<file path="src/rtl/skf_pkg.sv">
package skf_pkg;

  typedef logic signed [31:0] sample_t;
  typedef logic [31:0]        word_t;
  typedef logic [16:0]        gain_t;

  localparam int unsigned STEPS   = 17;
  localparam int unsigned CNT_W   = $clog2(STEPS);
  localparam int unsigned PADDR_W = 3;

  localparam logic [CNT_W-1:0] LAST_STEP = CNT_W'(STEPS - 1);
  localparam gain_t ONE_Q16 = 17'h10000;

  localparam word_t PROCESS_NOISE_RST     = 32'd655;
  localparam word_t MEASUREMENT_NOISE_RST = 32'd32768;

  localparam logic REG_PROCESS_NOISE     = 1'b0;
  localparam logic REG_MEASUREMENT_NOISE = 1'b1;

  typedef enum logic [4:0] {
    S_IDLE = 5'b00001,
    S_PREP = 5'b00010,
    S_DIV  = 5'b00100,
    S_MUL  = 5'b01000,
    S_WB   = 5'b10000
  } state_e;

endpackage

</file>
<file path="src/rtl/skf_meas_if.sv">
interface skf_meas_if;
  import skf_pkg::*;

  logic    valid;
  logic    ready;
  sample_t measurement;

  modport source (output valid, output measurement, input ready);
  modport sink (input valid, input measurement, output ready);
endinterface

</file>
<file path="src/rtl/skf_res_if.sv">
interface skf_res_if;
  import skf_pkg::*;

  logic    valid;
  logic    ready;
  sample_t estimate;
  gain_t   gain;

  modport source (output valid, output estimate, output gain, input ready);
  modport sink (input valid, input estimate, input gain, output ready);
endinterface

</file>
<file path="src/rtl/scalar_kalman_filter.sv">
// Scalar Kalman filter (A = 1, H = 1, no control input).
// Measurements arrive on meas_i as signed Q16.16 items; each item yields one
// result item on res_o carrying the corrected estimate (signed Q16.16) and the
// gain used (unsigned Q1.16, 65536 meaning one).
// The process and measurement noise are written through the APB port at byte
// addresses 0 and 4; pready is always high and reads return the stored value.
// Between one acceptance and the next an item goes through these steps: the
// variance is predicted on acceptance, the divisor is formed, a radix-2
// restoring divider yields one gain bit per cycle, two shift-add multipliers
// consume one gain bit per cycle, and the new estimate and variance are
// committed. The result becomes valid with that commit.
// Only one item is in flight at a time; meas_i.ready is high while idle.
// A result waits in the output register while the receiver stalls, and the
// next item may be accepted meanwhile; its commit waits until the waiting
// result has been taken.
// Reset clears the estimate and the variance and loads the default noise
// values.
module scalar_kalman_filter (
  input  logic                         clk_i,
  input  logic                         rst_ni,
  skf_meas_if.sink                     meas_i,
  skf_res_if.source                    res_o,
  input  logic                         psel,
  input  logic                         penable,
  input  logic                         pwrite,
  input  logic [skf_pkg::PADDR_W-1:0]  paddr,
  input  logic [31:0]                  pwdata,
  output logic [31:0]                  prdata,
  output logic                         pready
);
  import skf_pkg::*;

  state_e            state_q, state_d;
  logic [CNT_W-1:0]  cnt_q, cnt_d;
  logic              out_valid_q, out_valid_d;
  word_t             pn_q, mn_q;
  word_t             est_q, var_q;

  word_t             pred_q, pred_d;
  logic [32:0]       div_q, div_d;
  logic [32:0]       rem_q, rem_d;
  logic [16:0]       quo_q, quo_d;
  logic [32:0]       diff_q, diff_d;
  logic [51:0]       emul_q, emul_d;
  logic [49:0]       vmul_q, vmul_d;
  gain_t             gain_q, gain_d;
  gain_t             gain_out_q, gain_out_d;

  logic [32:0]       pred_sum;
  word_t             pred_sat;
  logic [33:0]       div_trial;
  logic [33:0]       div_sub;
  logic              div_ge;
  gain_t             gain_new;
  logic [34:0]       emul_add;
  logic [33:0]       vmul_add;
  logic              commit;
  logic              cfg_wr;

  assign pready = 1'b1;
  assign cfg_wr = psel && penable && pwrite;
  assign prdata = (paddr[2] == REG_MEASUREMENT_NOISE) ? mn_q : pn_q;

  assign meas_i.ready   = (state_q == S_IDLE);
  assign res_o.valid    = out_valid_q;
  assign res_o.estimate = est_q;
  assign res_o.gain     = gain_out_q;

  assign pred_sum  = {1'b0, var_q} + {1'b0, pn_q};
  assign pred_sat  = pred_sum[32] ? '1 : pred_sum[31:0];
  assign div_trial = {rem_q, (cnt_q == '0) ? pred_q[0] : 1'b0};
  assign div_sub   = div_trial - {1'b0, div_q};
  assign div_ge    = (div_trial >= {1'b0, div_q});
  assign gain_new  = (div_q == '0) ? '0 : {quo_q[15:0], div_ge};
  assign emul_add  = emul_q[0] ? (emul_q[51:17] + {{2{diff_q[32]}}, diff_q})
                               : emul_q[51:17];
  assign vmul_add  = vmul_q[0] ? ({1'b0, vmul_q[49:17]} + {2'b00, pred_q})
                               : {1'b0, vmul_q[49:17]};
  assign commit    = (state_q == S_WB) && (!out_valid_q || res_o.ready);

  always_comb begin
    state_d     = state_q;
    cnt_d       = cnt_q;
    out_valid_d = out_valid_q;
    pred_d      = pred_q;
    div_d       = div_q;
    rem_d       = rem_q;
    quo_d       = quo_q;
    diff_d      = diff_q;
    emul_d      = emul_q;
    vmul_d      = vmul_q;
    gain_d      = gain_q;
    gain_out_d  = gain_out_q;
    if (out_valid_q && res_o.ready) begin
      out_valid_d = 1'b0;
    end
    case (state_q)
      S_IDLE: begin
        if (meas_i.valid) begin
          pred_d  = pred_sat;
          diff_d  = {meas_i.measurement[31], meas_i.measurement} - {est_q[31], est_q};
          state_d = S_PREP;
        end
      end
      S_PREP: begin
        div_d   = {1'b0, pred_q} + {1'b0, mn_q};
        rem_d   = {2'b00, pred_q[31:1]};
        quo_d   = '0;
        cnt_d   = '0;
        state_d = S_DIV;
      end
      S_DIV: begin
        rem_d = div_ge ? div_sub[32:0] : div_trial[32:0];
        quo_d = {quo_q[15:0], div_ge};
        if (cnt_q == LAST_STEP) begin
          gain_d  = gain_new;
          emul_d  = {35'd0, gain_new};
          vmul_d  = {33'd0, ONE_Q16 - gain_new};
          cnt_d   = '0;
          state_d = S_MUL;
        end else begin
          cnt_d = cnt_q + 1'b1;
        end
      end
      S_MUL: begin
        emul_d = {emul_add[34], emul_add, emul_q[16:1]};
        vmul_d = {vmul_add, vmul_q[16:1]};
        if (cnt_q == LAST_STEP) begin
          state_d = S_WB;
        end else begin
          cnt_d = cnt_q + 1'b1;
        end
      end
      S_WB: begin
        if (commit) begin
          gain_out_d  = gain_q;
          out_valid_d = 1'b1;
          state_d     = S_IDLE;
        end
      end
      default: begin
        state_d = S_IDLE;
      end
    endcase
  end

  always_ff @(posedge clk_i or negedge rst_ni) begin
    if (!rst_ni) begin
      state_q     <= S_IDLE;
      cnt_q       <= '0;
      out_valid_q <= 1'b0;
      pn_q        <= PROCESS_NOISE_RST;
      mn_q        <= MEASUREMENT_NOISE_RST;
      est_q       <= '0;
      var_q       <= '0;
    end else begin
      state_q     <= state_d;
      cnt_q       <= cnt_d;
      out_valid_q <= out_valid_d;
      if (cfg_wr && (paddr[2] == REG_PROCESS_NOISE)) begin
        pn_q <= pwdata;
      end
      if (cfg_wr && (paddr[2] == REG_MEASUREMENT_NOISE)) begin
        mn_q <= pwdata;
      end
      if (commit) begin
        est_q <= est_q + emul_q[47:16];
        var_q <= vmul_q[47:16];
      end
    end
  end

  always_ff @(posedge clk_i) begin
    pred_q     <= pred_d;
    div_q      <= div_d;
    rem_q      <= rem_d;
    quo_q      <= quo_d;
    diff_q     <= diff_d;
    emul_q     <= emul_d;
    vmul_q     <= vmul_d;
    gain_q     <= gain_d;
    gain_out_q <= gain_out_d;
  end

  a_gain_bound: assert property (@(posedge clk_i) disable iff (!rst_ni)
    res_o.valid |-> (res_o.gain <= ONE_Q16))
    else $error("gain above one");

  a_rem_below_div: assert property (@(posedge clk_i) disable iff (!rst_ni)
    (state_q == S_DIV && div_q != '0) |-> (rem_q < div_q))
    else $error("divider remainder not below divisor");

  a_wb_holds: assert property (@(posedge clk_i) disable iff (!rst_ni)
    (state_q == S_WB && out_valid_q && !res_o.ready) |=> (state_q == S_WB))
    else $error("commit while a result item is still waiting");

  a_valid_from_wb: assert property (@(posedge clk_i) disable iff (!rst_ni)
    $rose(out_valid_q) |-> $past(state_q == S_WB))
    else $error("result item raised outside write-back");

endmodule

</file>
<file path="src/flat_wrapper.sv">
// flat-port wrapper written by rule: the top's interface ports become plain ports
module scalar_kalman_filter_flat import skf_pkg::*;
  (clk_i, rst_ni, psel, penable, pwrite, paddr, pwdata, prdata, pready, meas_i_valid, meas_i_measurement, meas_i_ready, res_o_valid, res_o_estimate, res_o_gain, res_o_ready);
  skf_meas_if meas_i_i ();
  skf_res_if res_o_i ();
  input  logic clk_i;
  input  logic rst_ni;
  input  logic psel;
  input  logic penable;
  input  logic pwrite;
  input  logic [skf_pkg::PADDR_W-1:0] paddr;
  input  logic [31:0] pwdata;
  output logic [31:0] prdata;
  output logic pready;
  input wire logic [$bits(meas_i_i.valid)-1:0] meas_i_valid;
  input wire logic [$bits(meas_i_i.measurement)-1:0] meas_i_measurement;
  output wire logic [$bits(meas_i_i.ready)-1:0] meas_i_ready;
  output wire logic [$bits(res_o_i.valid)-1:0] res_o_valid;
  output wire logic [$bits(res_o_i.estimate)-1:0] res_o_estimate;
  output wire logic [$bits(res_o_i.gain)-1:0] res_o_gain;
  input wire logic [$bits(res_o_i.ready)-1:0] res_o_ready;
  assign meas_i_i.valid = meas_i_valid;
  assign meas_i_i.measurement = meas_i_measurement;
  assign meas_i_ready = meas_i_i.ready;
  assign res_o_valid = res_o_i.valid;
  assign res_o_estimate = res_o_i.estimate;
  assign res_o_gain = res_o_i.gain;
  assign res_o_i.ready = res_o_ready;
  scalar_kalman_filter u_core (.clk_i(clk_i), .rst_ni(rst_ni), .meas_i(meas_i_i), .res_o(res_o_i), .psel(psel), .penable(penable), .pwrite(pwrite), .paddr(paddr), .pwdata(pwdata), .prdata(prdata), .pready(pready));
endmodule
</file>
<file path="config.mk">
export PLATFORM = sky130hd
export DESIGN_NAME = scalar_kalman_filter_flat
export DESIGN_NICKNAME = d
export VERILOG_FILES = /design/src/rtl/skf_pkg.sv /design/src/rtl/skf_meas_if.sv /design/src/rtl/skf_res_if.sv /design/src/rtl/scalar_kalman_filter.sv /design/src/flat_wrapper.sv
export SDC_FILE = /design/constraint.sdc
export NUM_CORES = 1
export LEC_CHECK = 0
export ABC_CLOCK_PERIOD_IN_PS = 4700
export BUFFER_PORTS_ARGS = -buffer_cell sky130_fd_sc_hd__clkbuf_2
export CAP_MARGIN = 20
export CORE_ASPECT_RATIO = 1.75
export CORE_UTILIZATION = 41
export DETAILED_ROUTE_END_ITERATION = 16
export SYNTH_ARGS = -nofsm -noshare
export SYNTH_HDL_FRONTEND = slang
export SYNTH_SLANG_ARGS = --single-unit
</file>
<file path="constraint.sdc">
create_clock -name clk_i -period 4.7 [get_ports clk_i]
set_input_delay 0.235 -clock clk_i [delete_from_list [all_inputs] [get_ports clk_i]]
set_output_delay 0.235 -clock clk_i [all_outputs]
set_load 0.005 [all_outputs]
</file>
# == Yosys cells after proc, flatten, opt, wreduce, memory -nomap -nowiden ==
# Cells that the tools add are included.
# W data, S select, Z words.
# totals
reg_bits,422
latchBits,0
ramBits,0
rom_bits,0
inputBits,74
out_inout_bits,84
elab_cells,80
memories,0
# op_classes
add_sub_neg,9
multipliers,0
div_mod_pow,0
magnitude_cmp,1
n_eq_ne,11
shifts,0
mux,23
n_bitwise,1
n_reduce_logical,19
# ops
operator,count
$pmux W52 S2,1
$pmux W50 S2,1
$add A32 B32 Y33,2
$pmux W33 S2,1
$mux W52,1
$mux W50,1
$add A35 B35 Y35,1
$mux W35,1
$add A33 B32 Y34,1
$ge A34 B33 Y1,1
$mux W34,1
$logic_not A33 Y1,1
$mux W33,1
$sub A32 B32 Y33,1
$sub A33 B33 Y33,1
$add A32 B32 Y32,1
$mux W32,1
$pmux W16 S2,1
$mux W5,6
$pmux W5 S5,1
$mux W17,1
$sub A17 B17 Y17 const A,1
$pmux W5 S3,1
$eq A5 B5 Y1 const B,2
other kinds (17),33

# == Logic depth before layout (Yosys ltp) ==
# logic_depth
word_depth,7
mapped_depth,22
depth_no_buf,19

# == Worst setup path after synthesis ==
# OpenSTA, ideal clock, no wires.
# synth_timing
kind,register to register
start,reg u_core.cnt_q[0]
end,"reg u_core.vmul_q[14], data pin"
setup_ps,271
arrival_ps,4266
required_ps,4429
slack_ps,164
path_stages_with_launch,23
path_buffers,3
period_less_slack_ps,4536
cell_sequence,dfrtp_1 inv_1 ha_1 nor3b_1 nand3b_1 ha_1 fa_1 nor2b_4 o31ai_2 a31oi_1 a221o_2 a311oi_4 a2111oi_4 or2_1 buf_6 nand2_1 ha_1 clkbuf_1 clkbuf_1 nand3_1 o21ai_0 a2bb2oi_1 a21oi_1
# synth_between
elab_chain_cells,7
# synth_rtl
item,line_no,source
start: declaration,scalar_kalman_filter.sv:34,"logic [CNT_W-1:0] cnt_q, cnt_d;"
start signal: assignment,scalar_kalman_filter.sv:158,cnt_q <= cnt_d;
$logic_not A5 Y1,scalar_kalman_filter.sv:71,"assign div_trial = {rem_q, (cnt_q == '0) ? pred_q[0] : 1'b0};"
$mux W1,scalar_kalman_filter.sv:71,
$ge A34 B33 Y1,scalar_kalman_filter.sv:73,"assign div_ge = (div_trial >= {1'b0, div_q});"
$mux W17,scalar_kalman_filter.sv:74,"assign gain_new = (div_q == '0) ? '0 : {quo_q[15:0], div_ge};"
$sub A17 B17 Y17,scalar_kalman_filter.sv:118,"vmul_d = {33'd0, ONE_Q16 - gain_new};"
$mux W50,scalar_kalman_filter.sv:115,if (cnt_q == LAST_STEP) begin
$pmux W50 S2,scalar_kalman_filter.sv:97,case (state_q)
via u_core.vmul_d[14],scalar_kalman_filter.sv:45,"logic [49:0] vmul_q, vmul_d;"
end signal: assignment,scalar_kalman_filter.sv:180,vmul_q <= vmul_d;
end: declaration,scalar_kalman_filter.sv:45,
# The timed path passes the listed nets, and every way through them passes these cells. The select of a mux whose other input is x is not followed.
# A chain may end at the register's enable or synchronous reset.

# == Worst setup path in the final report ==
# layout_timing
start,reg u_core.cnt_q[0]
end,"reg u_core.vmul_q[10], data pin"
# The elaborated chain is that of the path after synthesis.

==> impl_metrics.toml <==
[sta]
fin_setup_tns_ns = 0
tightest_slew_ns = 1.01
slew_violations = 0
timing.final.ws_setup_ns = 0.214
setup_violations = 0
clock.fmax_ghz = 0.223
fin_skew_ns = 0.0298
fin_crit_ns = 4.49
rsz0062_at_grt = "false"
relSlewSlack_pct = 32.3
final-hold-violation-count = 0
fin_crit_sh_pct = 95.4

[detailed_routing]
wl_mm = 83.2
viasPerCell = 5.79
wl_per_cell_um = 20.6
drtAntennaViolNets = 0
first_pass_iters = 5
drcViolationCount = 0
vias = 23404
drt_iter0_markers = 1415

[critical_path]
cp_cell_sequence = "inv_1 > ha_1 > nor3b_1 > buf_4 > nand3b_1 > buf_4 > ha_1 > fa_1 > nor2b_4 > o31ai_2 > a31oi_1 > a221o_2 > a311oi_4 > a2111oi_4 > or2_4 > nand2_1 > ha_4 > o31ai_1 > o21ai_0 > a221o_1 > nand2_1"
required_ns = 5.18
critPathBufInv = 3
cpPeakStageDelay_ns = 0.45
arrival_ns = 4.97
cp_top_family = "compound AO/OA/AOI/OAI gates"
crit_slowest_cell = "fa_1"
crit_type = "reg2reg"
startpoint_type = "flop"
critPathCaptureType = "flop"
crit_fanout = 15

[yosys]
ys_seq_area_share_pct = 42.0
avgSynthCellArea_sq_um = 9.74
yosysUniqueCellTypes = 86
synth_nets = 3235
synth.area.top_cells = "edfxtp_1 (30%), dfrtp_1 (12%), ha_1 (10%)"
postSynthRegisterBits = 421
synth_top_area_cell = "edfxtp_1"
synth_top_area_share_pct = 29.7
syn_area_sq_um = 28500
synth_flop_cell = "edfxtp_1"
yosysMostFrequentCell = "nand2_1"
syn-instance-count = 2925
ys_top_cells_by_count = "nand2_1 (334), edfxtp_1 (282), ha_1 (229), nor2_1 (211), a21oi_1 (185)"
synth_edf_count = 282
yosys_warnings = 0
async_reset_ff_share_pct = 33.0

[pwr]
p_comb_share_pct = 35.1
pwr-share-seq_pct = 38.4
power_w = 0.0137
p_per_area_nw_per_um2 = 425
pwr-share-clk_pct = 26.4
ir_worst_vdd_v = 0.000247
leakage_nw = 14.2
switching_share_pct = 35.8
power.switching_w = 0.00490
internal_power_w = 0.00879

[final_layout]
utilization_pct = 46.9
area_delta_synth_final_pct = 13.1
drive_above_1_share_pct = 13.9
nNetsFinal = 3414
fin_area_sq_um = 32200

[floorplanning]
core_area_sq_um = 68600
rows = 127
dieArea_sq_um = 70600
die_height_um = 351
die_width_um = 201
initial_core_util_pct = 41.5
ios = 158

[cts]
htreeDepth = 2
root_buffer = "clkbuf_16"
clkSinkCount = 421
cts_tree = "built"
clock_latency_ns = 0.61
cts_made_buffers = 44
postCtsSetupBuffers = 0
path_clk_slew_ns = 0.06
cts_max_path_buffers = 3

[placed_design]
preCtsSetupSlack_ns = -0.0471
place_area_sq_um = 30400
portBuffers = 154
gp_congestion = 0.920
dp_hpwl_mm = 61.6

[status]
status = "finished clean"

[global_route]
first_global_vias = 23914
grt_max_degree = 107
grt_pass1_wl_mm = 128
grt_use_total_pct = 23.2
gr-total-overflow = 0
grt_antenna_before_repair = 1

[worst_hold_path]
hold_class = "in2async"

[flow_run]
cap_violations = 0
[metrics by stage]
step / hold WS (ns) / std cells
after floorplan: -0.0606 / 2925
after global placement: 0.143 / 3925
after detailed placement: 0.148 / 3925
after CTS: 0.0755 / 4042
after global routing: 0.118 / 4044
final: 0.0937 / 4044
[what timing repair did]
item,4_1_cts,5_1_grt
endpoints found under the setup margin,4,10
resized for setup,1,2
gates cloned,0,1
hold buffers,35,0
pin swaps,0,1
endpoints found under the hold margin,100,0
[registers in the layout, indices dropped and copies added (netlist names)]
| name | flops |
|---|---|
| u_core.cnt_q | 5 |
| u_core.diff_q | 33 |
| u_core.div_q | 33 |
| u_core.emul_q | 51 |
| u_core.gain_q | 17 |
| u_core.mn_q | 32 |
| u_core.pn_q | 32 |
| u_core.pred_q | 32 |
| u_core.quo_q | 16 |
| u_core.rem_q | 33 |
| u_core.res_o.estimate | 32 |
| u_core.res_o.gain | 17 |
| u_core.res_o.valid | 1 |
| u_core.state_q | 5 |
| u_core.var_q | 32 |
| u_core.vmul_q | 50 |
[cells in the final DEF (no fill, tap or decap), types with 48 or more instances in the layout]
cell,count
nand2_1,333
edfxtp_1,282
ha_1,228
nor2_1,211
a21oi_1,185
o21ai_0,170
clkbuf_2,153
inv_1,140
dfrtp_1,131
mux2_2,109
xnor2_1,101
a21o_1,92
nand3_1,82
xor2_1,69
nor3_1,55
clkbuf_16,48
[cells by family after synthesis]
family / share of synthesized area, %
compound gates: 17.7
xor+xnor: 5.23
fa+ha+maj: 10.5
buf+inv: 3.31
flops: 42.0
mux: 5.64
other cells: 0.0132
simple gates: 15.6
[per-layer routing]
| metal | track usage [%] | part of all wire, % | up-vias |
|---|---|---|---|
| li1 | - | - | 11126 |
| met1 | 25.0 | 39 | 11498 |
| met2 | 44.2 | 53 | 588 |
| met3 | 2.66 | 3.6 | 192 |
| met4 | 11.8 | 5.0 | 0 |
| met5 | 0 | 0 | - |
[final timing paths]
path | end | slack [ns] | start | cells after the start
max | u_core.vmul_q[10]$_DFFE_PP_ | 0.21 | u_core.cnt_q[0]$_DFFE_PN0P_ | 21
min | u_core.mn_q[9]$_DFFE_PN0P_ | 0.09 | rst_ni | 2
max reg2reg | u_core.vmul_q[10]$_DFFE_PP_ | 0.21 | u_core.cnt_q[0]$_DFFE_PN0P_ | 21
min reg2reg | u_core.res_o.gain[3]$_DFFE_PP_ | 0.42 | u_core.gain_q[3]$_DFFE_PP_ | 0
max in group asynchronous | u_core.state_q[4]$_DFFE_PN0P_ | 3.63 | rst_ni | 3
min in group clk_i | u_core.diff_q[25]$_DFFE_PP_ | 0.10 | meas_i_measurement[25] | 3
[power by group through the flow]
stage | sequential [W] | combinational [W] | clock, W
floorplan | 0.00505 | 0.00350 | 0
CTS | 0.00526 | 0.00477 | 0.00372
finish | 0.00526 | 0.00481 | 0.00362
global placement | 0.00532 | 0.00459 | 0
detailed placement | 0.00533 | 0.00471 | 0
global route | 0.00530 | 0.00531 | 0.00383
[area by class of cell]
cell class,count,area (sq um)
clock inverters,18,149
diodes,1,2.50
well taps,903,1130
repair buffers,231,1480
multi-input cells,2264,15700
inverters,142,533
fillers,6565,36400
clock buffers,64,1320
flip-flops and latches,421,12000
Note: power is estimated with default switching activity, not from simulation.
